File: src/sv/bmmd_pkg.sv
package bmmd_pkg;

    // Field widths fixed by the access and result formats.
    localparam int unsigned ADDR_W   = 16;
    localparam int unsigned DATA_W   = 8;
    localparam int unsigned OFFSET_W = 21;

    // Access kinds carried in the func field.
    localparam logic FUNC_READ  = 1'b0;
    localparam logic FUNC_WRITE = 1'b1;

    // Cartridge kinds held in the configuration register.
    localparam logic CART_NONE = 1'b0;
    localparam logic CART_MBC1 = 1'b1;

    // Target memory codes reported in the region field.
    typedef enum logic [2:0] {
        REGION_NONE = 3'd0,
        REGION_BOOT = 3'd1,
        REGION_ROM  = 3'd2,
        REGION_VRAM = 3'd3,
        REGION_ERAM = 3'd4,
        REGION_WRAM = 3'd5,
        REGION_ZERO = 3'd6,
        REGION_OAM  = 3'd7
    } t_region;

    // Bank controller register select, taken from address bits 14..13.
    typedef enum logic [1:0] {
        BANK_SEL_RAM_ENABLE = 2'd0,
        BANK_SEL_ROM_LOW    = 2'd1,
        BANK_SEL_UPPER      = 2'd2,
        BANK_SEL_MODE       = 2'd3
    } t_bank_sel;

    // Memory map boundaries.
    localparam logic [ADDR_W-1:0] ADDR_BOOT_END  = 16'h0100;
    localparam logic [ADDR_W-1:0] ADDR_BOOT_EXIT = 16'h1000;
    localparam logic [ADDR_W-1:0] ADDR_BANKED    = 16'h4000;
    localparam logic [ADDR_W-1:0] ADDR_VRAM      = 16'h8000;
    localparam logic [ADDR_W-1:0] ADDR_ERAM      = 16'hA000;
    localparam logic [ADDR_W-1:0] ADDR_WRAM      = 16'hC000;
    localparam logic [ADDR_W-1:0] ADDR_OAM       = 16'hFE00;
    localparam logic [ADDR_W-1:0] ADDR_UNMAPPED  = 16'hFEA0;
    localparam logic [ADDR_W-1:0] ADDR_ZERO      = 16'hFF80;
    localparam logic [ADDR_W-1:0] ADDR_LAST      = 16'hFFFF;
    localparam logic [ADDR_W-1:0] PC_BOOT_EXIT   = 16'h0100;

    // Value written to the enable register that turns external RAM on.
    localparam logic [3:0] RAM_ENABLE_KEY = 4'hA;

    // Bank controller state visible to the decoder.
    typedef struct packed {
        logic       boot_rom_active;
        logic [6:0] rom_bank;
        logic [1:0] ram_bank;
        logic       banking_mode;
        logic       ram_enable;
    } t_bank_state;

    // State change requested by one decoded access.
    typedef struct packed {
        logic              ctrl_write;
        logic              boot_exit;
        t_bank_sel         sel;
        logic [DATA_W-1:0] value;
    } t_bank_cmd;

    // Decoded result of one access, without the RAM enable flag.
    typedef struct packed {
        t_region             region;
        logic [OFFSET_W-1:0] mem_offset;
        logic                write_enable;
        logic [DATA_W-1:0]   write_data;
    } t_decode;

endpackage

File: src/sv/bmmd_if.sv
// Access request channel.
interface bmmd_req_if;
    logic                          valid;
    logic                          ready;
    logic                          func;
    logic [bmmd_pkg::ADDR_W-1:0]   address;
    logic [bmmd_pkg::DATA_W-1:0]   write_value;
    logic [bmmd_pkg::ADDR_W-1:0]   program_counter;

    modport source (output valid, func, address, write_value, program_counter,
                    input ready);
    modport sink   (input valid, func, address, write_value, program_counter,
                    output ready);
    modport mon    (input valid, ready, func, address, write_value, program_counter);
endinterface

// Decoded result channel.
interface bmmd_rsp_if;
    logic                          valid;
    logic                          ready;
    logic [2:0]                    region;
    logic [bmmd_pkg::OFFSET_W-1:0] mem_offset;
    logic                          write_enable;
    logic [bmmd_pkg::DATA_W-1:0]   write_data;
    logic                          ram_enabled;

    modport source (output valid, region, mem_offset, write_enable, write_data,
                    ram_enabled, input ready);
    modport sink   (input valid, region, mem_offset, write_enable, write_data,
                    ram_enabled, output ready);
    modport mon    (input valid, ready, region, mem_offset, write_enable, write_data,
                    ram_enabled);
endinterface

// Configuration write channel for the cartridge kind register.
interface bmmd_cfg_if;
    logic valid;
    logic ready;
    logic data;

    modport source (output valid, data, input ready);
    modport sink   (input valid, data, output ready);
    modport mon    (input valid, ready, data);
endinterface

File: src/sv/bmmd_decode.sv
module bmmd_decode (
    input  logic                          i_func,
    input  logic [bmmd_pkg::ADDR_W-1:0]   i_address,
    input  logic [bmmd_pkg::DATA_W-1:0]   i_write_value,
    input  logic [bmmd_pkg::ADDR_W-1:0]   i_program_counter,
    input  bmmd_pkg::t_bank_state         i_state,
    output bmmd_pkg::t_decode             o_decode,
    output bmmd_pkg::t_bank_cmd           o_cmd
);

    logic wr;

    assign wr = (i_func == bmmd_pkg::FUNC_WRITE);

    // Address map decode against the current bank state.
    always_comb begin
        o_decode.region       = bmmd_pkg::REGION_NONE;
        o_decode.mem_offset   = '0;
        o_decode.write_enable = 1'b0;
        o_cmd.ctrl_write      = 1'b0;
        o_cmd.boot_exit       = 1'b0;
        o_cmd.sel             = bmmd_pkg::t_bank_sel'(i_address[14:13]);
        o_cmd.value           = i_write_value;

        if (i_address < bmmd_pkg::ADDR_VRAM) begin
            if (wr) begin
                // Writes to the ROM area program the bank controller.
                o_cmd.ctrl_write = 1'b1;
            end else if (i_address < bmmd_pkg::ADDR_BANKED) begin
                o_decode.region     = bmmd_pkg::REGION_ROM;
                o_decode.mem_offset = bmmd_pkg::OFFSET_W'(i_address);
                if (i_address < bmmd_pkg::ADDR_BOOT_EXIT && i_state.boot_rom_active) begin
                    if (i_address < bmmd_pkg::ADDR_BOOT_END) begin
                        o_decode.region = bmmd_pkg::REGION_BOOT;
                    end else if (i_program_counter == bmmd_pkg::PC_BOOT_EXIT) begin
                        o_cmd.boot_exit = 1'b1;
                    end
                end
            end else begin
                // Switchable bank: 16 KiB pages selected by the ROM bank.
                o_decode.region     = bmmd_pkg::REGION_ROM;
                o_decode.mem_offset = {i_state.rom_bank, i_address[13:0]};
            end
        end else if (i_address < bmmd_pkg::ADDR_ERAM) begin
            o_decode.region       = bmmd_pkg::REGION_VRAM;
            o_decode.mem_offset   = bmmd_pkg::OFFSET_W'(i_address[12:0]);
            o_decode.write_enable = wr;
        end else if (i_address < bmmd_pkg::ADDR_WRAM) begin
            // External RAM: 8 KiB pages selected by the RAM bank.
            o_decode.region       = bmmd_pkg::REGION_ERAM;
            o_decode.mem_offset   = bmmd_pkg::OFFSET_W'({i_state.ram_bank, i_address[12:0]});
            o_decode.write_enable = wr;
        end else if (i_address < bmmd_pkg::ADDR_OAM) begin
            // Work RAM and its echo share the same 8 KiB.
            o_decode.region       = bmmd_pkg::REGION_WRAM;
            o_decode.mem_offset   = bmmd_pkg::OFFSET_W'(i_address[12:0]);
            o_decode.write_enable = wr;
        end else if (i_address < bmmd_pkg::ADDR_UNMAPPED) begin
            o_decode.region = bmmd_pkg::REGION_OAM;
        end else if (i_address >= bmmd_pkg::ADDR_ZERO) begin
            // The last byte is only readable here; a write there goes nowhere.
            if (!wr || i_address != bmmd_pkg::ADDR_LAST) begin
                o_decode.region       = bmmd_pkg::REGION_ZERO;
                o_decode.mem_offset   = bmmd_pkg::OFFSET_W'(i_address[6:0]);
                o_decode.write_enable = wr;
            end
        end

        o_decode.write_data = o_decode.write_enable ? i_write_value : '0;
    end

endmodule

File: src/sv/bmmd_bank_regs.sv
module bmmd_bank_regs (
    input  logic                    i_clk,
    input  logic                    i_rst_n,
    input  logic                    i_update,
    input  logic                    i_cartridge_kind,
    input  bmmd_pkg::t_bank_cmd     i_cmd,
    output bmmd_pkg::t_bank_state   o_state,
    output logic                    o_next_ram_enable
);

    logic       r_boot_rom_active;
    logic [6:0] r_rom_bank;
    logic [1:0] r_ram_bank;
    logic       r_banking_mode;
    logic       r_ram_enable;

    logic       n_boot_rom_active;
    logic [6:0] n_rom_bank;
    logic [1:0] n_ram_bank;
    logic       n_banking_mode;
    logic       n_ram_enable;
    logic [4:0] rom_low;
    logic       ctrl_en;

    assign ctrl_en = i_update && i_cmd.ctrl_write
                     && (i_cartridge_kind == bmmd_pkg::CART_MBC1);

    // A low bank field of zero selects bank one.
    assign rom_low = (i_cmd.value[4:0] == 5'd0) ? 5'd1 : i_cmd.value[4:0];

    // Next bank controller state for the accepted access.
    always_comb begin
        n_boot_rom_active = r_boot_rom_active;
        n_rom_bank        = r_rom_bank;
        n_ram_bank        = r_ram_bank;
        n_banking_mode    = r_banking_mode;
        n_ram_enable      = r_ram_enable;

        if (i_update && i_cmd.boot_exit) begin
            n_boot_rom_active = 1'b0;
        end

        if (ctrl_en) begin
            unique case (i_cmd.sel)
                bmmd_pkg::BANK_SEL_RAM_ENABLE: begin
                    n_ram_enable = (i_cmd.value[3:0] == bmmd_pkg::RAM_ENABLE_KEY);
                end
                bmmd_pkg::BANK_SEL_ROM_LOW: begin
                    n_rom_bank = {r_rom_bank[6:5], rom_low};
                end
                bmmd_pkg::BANK_SEL_UPPER: begin
                    if (r_banking_mode) begin
                        n_ram_bank = i_cmd.value[1:0];
                    end else begin
                        n_rom_bank = {i_cmd.value[1:0], r_rom_bank[4:0]};
                    end
                end
                bmmd_pkg::BANK_SEL_MODE: begin
                    n_banking_mode = i_cmd.value[0];
                end
                default: begin
                    n_banking_mode = r_banking_mode;
                end
            endcase
        end
    end

    // Bank controller registers.
    always_ff @(posedge i_clk) begin
        if (!i_rst_n) begin
            r_boot_rom_active <= 1'b1;
            r_rom_bank        <= 7'd1;
            r_ram_bank        <= 2'd0;
            r_banking_mode    <= 1'b0;
            r_ram_enable      <= 1'b0;
        end else begin
            r_boot_rom_active <= n_boot_rom_active;
            r_rom_bank        <= n_rom_bank;
            r_ram_bank        <= n_ram_bank;
            r_banking_mode    <= n_banking_mode;
            r_ram_enable      <= n_ram_enable;
        end
    end

    assign o_state.boot_rom_active = r_boot_rom_active;
    assign o_state.rom_bank        = r_rom_bank;
    assign o_state.ram_bank        = r_ram_bank;
    assign o_state.banking_mode    = r_banking_mode;
    assign o_state.ram_enable      = r_ram_enable;
    assign o_next_ram_enable       = n_ram_enable;

endmodule

File: src/sv/banked_memory_map_decoder.sv
// Memory map decoder with an MBC1-style bank controller.
// i_req carries one byte access per transfer: func, address, write_value and
// program_counter. o_rsp returns one result per access: target region, byte
// offset in that memory, write enable and data, and the RAM enable flag as it
// stands after the access. i_cfg writes the one-bit cartridge kind; it is
// always ready and should only be written while no access is in flight.
// The result is registered: an access accepted at a clock edge has its result
// on o_rsp after that edge. Throughput is one access per cycle while o_rsp is
// not stalled, set by the single result register; the decode and bank update
// sit between the request port and that register.
// When o_rsp is stalled the result register holds and i_req.ready drops, so
// nothing is lost; i_req.ready is high whenever the result register is empty
// or is being emptied in the same cycle.
// Reset clears the result register and puts the bank controller in its
// power-up state: boot ROM mapped, ROM bank one, RAM bank zero, ROM banking
// mode, RAM disabled, and no bank controller selected.
module banked_memory_map_decoder (
    input  logic        i_clk,
    input  logic        i_rst_n,
    bmmd_cfg_if.sink    i_cfg,
    bmmd_req_if.sink    i_req,
    bmmd_rsp_if.source  o_rsp
);

    logic                  r_cartridge_kind;
    logic                  r_rsp_valid;
    bmmd_pkg::t_decode     r_rsp;
    logic                  r_rsp_ram_enabled;

    logic                  req_fire;
    bmmd_pkg::t_bank_state bank_state;
    bmmd_pkg::t_bank_cmd   bank_cmd;
    bmmd_pkg::t_decode     decode;
    logic                  next_ram_enable;

    // Configuration register.
    assign i_cfg.ready = 1'b1;

    always_ff @(posedge i_clk) begin
        if (!i_rst_n) begin
            r_cartridge_kind <= bmmd_pkg::CART_NONE;
        end else if (i_cfg.valid && i_cfg.ready) begin
            r_cartridge_kind <= i_cfg.data;
        end
    end

    // Accept while the result register is free or draining.
    assign i_req.ready = !r_rsp_valid || o_rsp.ready;
    assign req_fire    = i_req.valid && i_req.ready;

    bmmd_decode u_decode (
        .i_func            (i_req.func),
        .i_address         (i_req.address),
        .i_write_value     (i_req.write_value),
        .i_program_counter (i_req.program_counter),
        .i_state           (bank_state),
        .o_decode          (decode),
        .o_cmd             (bank_cmd)
    );

    bmmd_bank_regs u_bank_regs (
        .i_clk             (i_clk),
        .i_rst_n           (i_rst_n),
        .i_update          (req_fire),
        .i_cartridge_kind  (r_cartridge_kind),
        .i_cmd             (bank_cmd),
        .o_state           (bank_state),
        .o_next_ram_enable (next_ram_enable)
    );

    // Result register.
    always_ff @(posedge i_clk) begin
        if (!i_rst_n) begin
            r_rsp_valid <= 1'b0;
        end else if (req_fire) begin
            r_rsp_valid <= 1'b1;
        end else if (o_rsp.ready) begin
            r_rsp_valid <= 1'b0;
        end
    end

    always_ff @(posedge i_clk) begin
        if (req_fire) begin
            r_rsp             <= decode;
            r_rsp_ram_enabled <= next_ram_enable;
        end
    end

    assign o_rsp.valid        = r_rsp_valid;
    assign o_rsp.region       = r_rsp.region;
    assign o_rsp.mem_offset   = r_rsp.mem_offset;
    assign o_rsp.write_enable = r_rsp.write_enable;
    assign o_rsp.write_data   = r_rsp.write_data;
    assign o_rsp.ram_enabled  = r_rsp_ram_enabled;

endmodule

File: src/flat_wrapper.sv
// flat-port wrapper written by rule: the top's interface ports become plain ports
module banked_memory_map_decoder_flat 
  (i_clk, i_rst_n, i_cfg_valid, i_cfg_data, i_cfg_ready, i_req_valid, i_req_func, i_req_address, i_req_write_value, i_req_program_counter, i_req_ready, o_rsp_valid, o_rsp_region, o_rsp_mem_offset, o_rsp_write_enable, o_rsp_write_data, o_rsp_ram_enabled, o_rsp_ready);
  bmmd_cfg_if i_cfg_i ();
  bmmd_req_if i_req_i ();
  bmmd_rsp_if o_rsp_i ();
  input  logic i_clk;
  input  logic i_rst_n;
  input wire logic [$bits(i_cfg_i.valid)-1:0] i_cfg_valid;
  input wire logic [$bits(i_cfg_i.data)-1:0] i_cfg_data;
  output wire logic [$bits(i_cfg_i.ready)-1:0] i_cfg_ready;
  input wire logic [$bits(i_req_i.valid)-1:0] i_req_valid;
  input wire logic [$bits(i_req_i.func)-1:0] i_req_func;
  input wire logic [$bits(i_req_i.address)-1:0] i_req_address;
  input wire logic [$bits(i_req_i.write_value)-1:0] i_req_write_value;
  input wire logic [$bits(i_req_i.program_counter)-1:0] i_req_program_counter;
  output wire logic [$bits(i_req_i.ready)-1:0] i_req_ready;
  output wire logic [$bits(o_rsp_i.valid)-1:0] o_rsp_valid;
  output wire logic [$bits(o_rsp_i.region)-1:0] o_rsp_region;
  output wire logic [$bits(o_rsp_i.mem_offset)-1:0] o_rsp_mem_offset;
  output wire logic [$bits(o_rsp_i.write_enable)-1:0] o_rsp_write_enable;
  output wire logic [$bits(o_rsp_i.write_data)-1:0] o_rsp_write_data;
  output wire logic [$bits(o_rsp_i.ram_enabled)-1:0] o_rsp_ram_enabled;
  input wire logic [$bits(o_rsp_i.ready)-1:0] o_rsp_ready;
  assign i_cfg_i.valid = i_cfg_valid;
  assign i_cfg_i.data = i_cfg_data;
  assign i_cfg_ready = i_cfg_i.ready;
  assign i_req_i.valid = i_req_valid;
  assign i_req_i.func = i_req_func;
  assign i_req_i.address = i_req_address;
  assign i_req_i.write_value = i_req_write_value;
  assign i_req_i.program_counter = i_req_program_counter;
  assign i_req_ready = i_req_i.ready;
  assign o_rsp_valid = o_rsp_i.valid;
  assign o_rsp_region = o_rsp_i.region;
  assign o_rsp_mem_offset = o_rsp_i.mem_offset;
  assign o_rsp_write_enable = o_rsp_i.write_enable;
  assign o_rsp_write_data = o_rsp_i.write_data;
  assign o_rsp_ram_enabled = o_rsp_i.ram_enabled;
  assign o_rsp_i.ready = o_rsp_ready;
  banked_memory_map_decoder u_core (.i_clk(i_clk), .i_rst_n(i_rst_n), .i_cfg(i_cfg_i), .i_req(i_req_i), .o_rsp(o_rsp_i));
endmodule
File: config.mk
export PLATFORM = sky130hd
export DESIGN_NAME = banked_memory_map_decoder_flat
export DESIGN_NICKNAME = d
export VERILOG_FILES = /design/src/sv/bmmd_pkg.sv /design/src/sv/bmmd_if.sv /design/src/sv/bmmd_decode.sv /design/src/sv/bmmd_bank_regs.sv /design/src/sv/banked_memory_map_decoder.sv /design/src/flat_wrapper.sv
export SDC_FILE = /design/constraint.sdc
export NUM_CORES = 1
export LEC_CHECK = 0
export ABC_AREA = 1
export BUFFER_PORTS_ARGS = -buffer_cell sky130_fd_sc_hd__buf_2
export CORE_MARGIN = 8
export CORE_UTILIZATION = 40
export CTS_BUF_LIST = sky130_fd_sc_hd__clkbuf_2
export CTS_CLUSTER_SIZE = 16
export DETAILED_ROUTE_END_ITERATION = 10
export GPL_TIMING_DRIVEN = 0
export HOLD_SLACK_MARGIN = 0.1
export PLACE_DENSITY = 0.68
export SYNTH_ARGS = -nofsm -noshare
export SYNTH_HDL_FRONTEND = slang
export SYNTH_SLANG_ARGS = --single-unit
File: constraint.sdc
create_clock -name i_clk -period 3.3 [get_ports i_clk]
set_input_delay 0.33 -clock i_clk [delete_from_list [all_inputs] [get_ports i_clk]]
set_output_delay 0.33 -clock i_clk [all_outputs]
set_load 0.005 [all_outputs]
==> run summary, run 1 <==
status = finished, final reports clean
post-route cell area = 2810 µm²
initial antenna violation count = 0
# fillers = 497
first-pass GRT wire length = 8540 µm
Syn Std Cell Area = 2170 µm²
Final min period = 1470 ps
clock buffer count from CTS = 5
All-Layer GR Usage = 12.7%
Reg clk slew, reported paths = 260 ps
worst-path cell chain = nand2_1 -> buf_2
Compound-Gate Fraction of Synth Area = 9.15%
Multi-input gate area = 718 µm²
most frequent cells in the layout = buf_2 (81), nand2_1 (39), nor2_1 (38)
PwrDens = 412 nW/µm²
Critical Path Sink Type = primary output
router iterations before antenna repair = 6
number of buffers and inverters on the critical path = 1
Post-synth EDFFs = 34
vias in the first global route = 1891
Max Clk Rate = 681 MHz
critical path fanouts, max = 3
Synth area leaders = edfxtp_1 (47%), dfxtp_1 (13%), nand2_1 (6.7%), nor2_1 (6.6%), inv_1 (5.5%)
Root Driver = clkbuf_2
critical path data required time = 2970 ps
die width = 89.7 µm
Tcrit/Tclk final = 44.5%
Async SR Flop Fraction = 0%
Final Skew = 21.8 ps
Syn Nets = 277
sequential element share of the synthesized area = 59.9%
Area after DPL = 2710 µm²
maximum single-stage delay on the critical path = 460 ps
io pins = 84
cell taking the most area after synthesis = edfxtp_1
Post-Layout Cell Count = 395
Leakage = 1.33 nW
clock buffer depth = 2
core area = 5370 µm²
placer congestion estimate = 0.778
CP Data Arrival Time = 1140 ps
Via density = 4.58
register area = 1300 µm²
post-DR wirelength/cell = 12.8 µm
Post-Syn Instances = 230
CTS H-tree depth = 2
post-synthesis mux area share = 0%
via count = 1811
DRC errors left = 0
Nets = 369
synth unique cells = 29
DR iter-0 viols = 100
largest net degree at the start of global routing = 25
Reg2Reg Setup Slack = 1890 ps
Post-Synth Adder-Cell Area = 0%
Syn Area/Cell = 9.45 µm²
worst min-delay path category = in2reg
delay-heaviest family, CP = flip-flops
total negative setup slack = 0 ps
Starting Density = 40.5%
Post-Synth Simple-Gate Area = 23.2%
port bufs = 81
diode count = 0
largest family of logic cells by synthesized area = simple AND/OR/NAND/NOR gates
Post-DRT Antenna Nets = 0
CTS tree = yes
Yosys reg bits = 48
final slew viol count = 0
XOR/XNOR Fraction of Synth Area = 0%
die area = 8050 µm²
unrepaired setup endpoints after global routing = no
placed insts = 384
slowest stage cell, crit path = dfxtp_1
Die H = 89.7 µm
critical path launch point type = flip-flop
hold violation count in the final report = 0
Area Overhead vs Synth = 29.2%
Yosys warning count = 0
Setup Viol. Count Final = 0
clock sink total = 48
Top FF cell, synth = edfxtp_1
HPWL after DPL = 3930 µm
final wirelength = 5070 µm
Yosys top cell area share = 47.0%
share of cells above drive strength 1 = 33.7%
num rows = 27
critical path type = reg2out
GRT overflow = 0
Max Cap Viol = 0
commonest non-fill, non-tap cell in the layout = buf_2
Max VDD drop = 0.192 mV
Clk Latency, worst-skew pair = 440 ps
through the flow:
stage	total power, mW	util (%)	setup slack (ps)	hold slack [ps]
final	1.16	52.3	1830	141
after CTS	1.17	52.1	1810	114
after detailed placement	0.843	50.4	1770	440
after global routing	1.21	52.3	1710	105
after global placement	0.835	49.7	62.5	434
after floorplan	0.762	-	818	419
layer usage:
| metal | track usage, % | vias to the layer above | part of all wire (%) |
|---|---|---|---|
| met5 | 0 | - | 0 |
| met4 | 5.22 | 0 | 1.6 |
| met3 | 4.57 | 6 | 7.4 |
| met2 | 22.5 | 68 | 50 |
| met1 | 13.3 | 803 | 41 |
| li1 | - | 934 | - |
Yosys cell counts, types with 3 or more instances:
master    number
o21ai_1        3
nand3_1        9
a21oi_1       18
nor2_4         3
nand4_1        3
inv_1         32
nor2_1        38
buf_4          3
nor3_1         3
nand2_2        4
dfxtp_1       14
o21ai_0        9
nand2_1       39
edfxtp_1      34
final timing paths:
check | from | cells past startpoint | to
worst max-delay path | u_core.o_rsp.valid | 2 | i_req_ready
worst min register to register | u_core.u_bank_regs.r_boot_rom_active | 2 | u_core.u_bank_regs.r_boot_rom_active
worst max register to register | u_core.o_rsp.valid | 8 | u_core.o_rsp.ram_enabled
worst min-delay path | i_req_write_value[0] | 3 | u_core.u_bank_regs.r_rom_bank[0]
state kept, by name (all words and copies together), names as in the netlist:
signal and cells:
u_core.o_rsp.ram_enabled 1, u_core.o_rsp.write_enable 1, u_core.u_bank_regs.r_rom_bank 7, u_core.o_rsp.region 3, u_core.u_bank_regs.r_ram_bank 2, u_core.u_bank_regs.r_ram_enable 1, u_core.o_rsp.mem_offset 21, u_core.u_bank_regs.r_boot_rom_active 1
u_core.o_rsp.write_data 8, u_core.u_bank_regs.r_banking_mode 1, u_core.o_rsp.valid 1, u_core.r_cartridge_kind 1
cell type report:
cell class / count / share of cell area, %
Clock inverter: 3 / 1.65
Inverter: 35 / 4.68
Buffer: 4 / 1.20
Multi-Input combinational cell: 143 / 25.6
Clock buffer: 5 / 0.891
Tap cell: 72 / 3.21
Sequential cell: 48 / 46.3
Timing Repair Buffer: 85 / 16.5
tightest hold or removal path, cell delays in order:
cell      delay, ps
buf_2           110
o21bai_1         70
nand3_1          60
timing repair:
| action | CTS | global route |
|---|---|---|
| setup buffers | 0 | 0 |
| endpoints found under the hold margin | 1 | 1 |
| resized for setup | 0 | 0 |
| hold buffers | 2 | 1 |
cell families (layout without fill, tap and decap cells):
| family | Yosys count | in the layout |
|---|---|---|
| other | 1 | 1 |
| AO/OA/AOI/OAI | 36 | 36 |
| flip-flops | 48 | 48 |
| AND/OR/NAND/NOR | 106 | 106 |
| buffers and inverters | 39 | 132 |
report_power, final:
| part | switching, mW | internal (mW) | leakage, nW |
|---|---|---|---|
| sequential | 0.00783 | 0.678 | 0.452 |
| clock | 0.196 | 0.130 | 0.0396 |
| combinational | 0.0813 | 0.0650 | 0.840 |
| total | 0.286 | 0.873 | 1.33 |
(Power assumes the default switching activity.)
==> run 2: changes to the inputs <==
--- a/config.mk
+++ b/config.mk
@@ -14,7 +14,7 @@
 export DETAILED_ROUTE_END_ITERATION = 10
 export GPL_TIMING_DRIVEN = 0
 export HOLD_SLACK_MARGIN = 0.1
-export PLACE_DENSITY = 0.68
+export PLACE_DENSITY = 0.7
 export SYNTH_ARGS = -nofsm -noshare
 export SYNTH_HDL_FRONTEND = slang
 export SYNTH_SLANG_ARGS = --single-unit
==> constraint.sdc (replaced) <==
create_clock -name i_clk -period 1.3 [get_ports i_clk]
set_input_delay 0.13 -clock i_clk [delete_from_list [all_inputs] [get_ports i_clk]]
set_output_delay 0.13 -clock i_clk [all_outputs]
set_load 0.005 [all_outputs]
==> run 2 against run 1 <==
The run now ends with negative setup slack left. First-iteration DRC count grew 34%. Combinational power grew to 3.5 times the previous value. Final cell count up 13%. Non-clock buffer count increased by 48. Flip-flop and latch count unchanged. Wire length rose by 23%. Critical path type is now in2reg. Highest routed layer unchanged. Sequential power increased to 2.5 times the previous value. Power increased to 2.8 times the previous value. Clock-buffer cell count unchanged. Clock power increased to 3.1 times the previous value. Critical path depth increased by 9. Global-route usage grew 2.1 points.
==> run summary, run 2 (synthesis gave the netlist of run 1 again) <==
via count = 2081
Post-DRT Antenna Nets = 0
first-pass GRT wire length = 9910 µm
Nets = 418
Sw Pwr = 0.767 mW
critical path data required time = 1510 ps
slowest stage cell, crit path = dlygate4sd3_1
GRT overflow = 0
PwrDens = 967 nW/µm²
final slew viol count = 0
Switching Fraction = 23.4%
register area = 1310 µm²
failing checks = negative setup slack
port bufs = 81
Clk Latency, worst-skew pair = 420 ps
Setup Viol. Count Final = 1
clock network fraction of total power = 31.2%
Multi-input gate area = 786 µm²
most frequent CP cell = nand2_1
worst min-delay path category = in2reg
All-Layer GR Usage = 14.8%
die area = 8050 µm²
worst-path cell chain = dlygate4sd3_1 -> buf_2 -> nand2_1 -> nor2_1 -> nand3_2 -> nand2_4 -> nand2_1 -> nand2_1 -> nand2_1 -> nand2_1 -> nand2_1
Internal = 2.51 mW
status = complete, but fails checks
die width = 89.7 µm
Post-Layout Cell Count = 445
DRC errors left = 0
# fillers = 430
CTS tree = yes
total negative setup slack = -18.2 ps
router iterations before antenna repair = 4
Starting Density = 40.5%
number of buffers and inverters on the critical path = 2
initial antenna violation count = 0
core area = 5370 µm²
Via density = 4.68
Tcrit/Tclk final = 101%
largest net degree at the start of global routing = 18
critical path launch point type = input port
Die H = 89.7 µm
CP Data Arrival Time = 1530 ps
vias in the first global route = 2118
commonest non-fill, non-tap cell in the layout = buf_2
share of cells above drive strength 1 = 33.6%
Hold Worst Slack = 114 ps
Seq pwr share = 53.1%
Final Skew = 8.67 ps
post-DR wirelength/cell = 14.0 µm
DR iter-0 viols = 134
CTS H-tree depth = 2
io pins = 84
Max Clk Rate = 759 MHz
Critical Path Sink Type = flip-flop
unrepaired setup endpoints after global routing = yes
hold violation count in the final report = 0
final setup margin = -18.2 ps
Area Overhead vs Synth = 55.9%
most frequent cells in the layout = buf_2 (81), dlygate4sd3_1 (46), nand2_1 (37), nor2_1 (37), edfxtp_1 (34)
Root Driver = clkbuf_2
Leakage = 1.58 nW
Final min period = 1320 ps
placer congestion estimate = 0.820
critical path type = in2reg
clock buffer count from CTS = 5
overall power = 3.28 mW
critical path fanouts, max = 8
dpl ws = -292 ps
Largest register FFs = 21
Max Cap Viol = 0
final wirelength = 6230 µm
Reg clk slew, reported paths = 240 ps
delay-heaviest family, CP = simple AND/OR/NAND/NOR gates
HPWL after DPL = 3830 µm
clock buffer depth = 2
clock sink total = 48
combinational share of power = 15.7%
Max VDD drop = 0.522 mV
maximum single-stage delay on the critical path = 520 ps
num rows = 27
placed insts = 383
[run 2: worst register-to-register path: cells and delay by family (launching register included)]
family	cells	cell delay [ps]
DFF	1	420
AOI/OAI and AO/OA	2	150
buffers and inverters	2	100
and+or+nand+nor	4	400
[run 2: layer usage]
| metal | up-vias | track usage (%) | wire [µm] |
|---|---|---|---|
| met5 | - | 0 | 0 |
| met4 | 0 | 7.05 | 169 |
| met3 | 16 | 5.57 | 522 |
| met2 | 93 | 25.4 | 3100 |
| met1 | 932 | 15.6 | 2440 |
| li1 | 1040 | - | - |
[run 2: final timing paths]
kind	depth (start not counted)	slack, ps	end	startpoint
setup / recovery	11	-20	u_core.o_rsp.region[1]	i_req_address[6]
hold / removal	5	110	u_core.u_bank_regs.r_rom_bank[6]	i_req_address[14]
setup reg to reg	8	20	u_core.o_rsp.ram_enabled	u_core.o_rsp.valid
hold reg to reg	2	470	u_core.u_bank_regs.r_rom_bank[6]	u_core.u_bank_regs.r_rom_bank[6]
[run 2: layout make-up]
type	instances	area share, %
antenna	1	0.0739
buffer	4	1.11
clock buffer	5	0.739
clock inverter	3	2.03
inverter	35	3.95
multi-input combinational	144	23.2
sequential	48	38.5
tap	72	2.66
timing repair buffer	133	27.7
[run 2: power by group through the flow]
stage / registers, mW / logic [mW] / clock network [mW]
final: 1.74 / 0.515 / 1.02
after global routing: 1.75 / 0.563 / 1.10
after CTS: 1.74 / 0.475 / 1.03
after detailed placement: 1.77 / 0.353 / 0
after global placement: 1.77 / 0.348 / 0
after floorplan: 1.79 / 0.150 / 0
[run 2: per-stage QoR]
stage / utilization [%] / cell area [µm²]
4_1_cts: 60.8 / 3270
5_1_grt: 63.0 / 3390
6_report: 63.1 / 3390
2_1_floorplan: - / 2190
3_3_place_gp: 49.9 / 2680
3_5_place_dp: 49.9 / 2680
[run 2: what timing repair did]
item	in CTS	in global routing
cloned	1	0
gates resized for setup	4	17
setup buffers	2	4
setup endpoints to repair	35	53
endpoints found under the hold margin	40	2
hold buffers	45	1
pin swaps	3	7
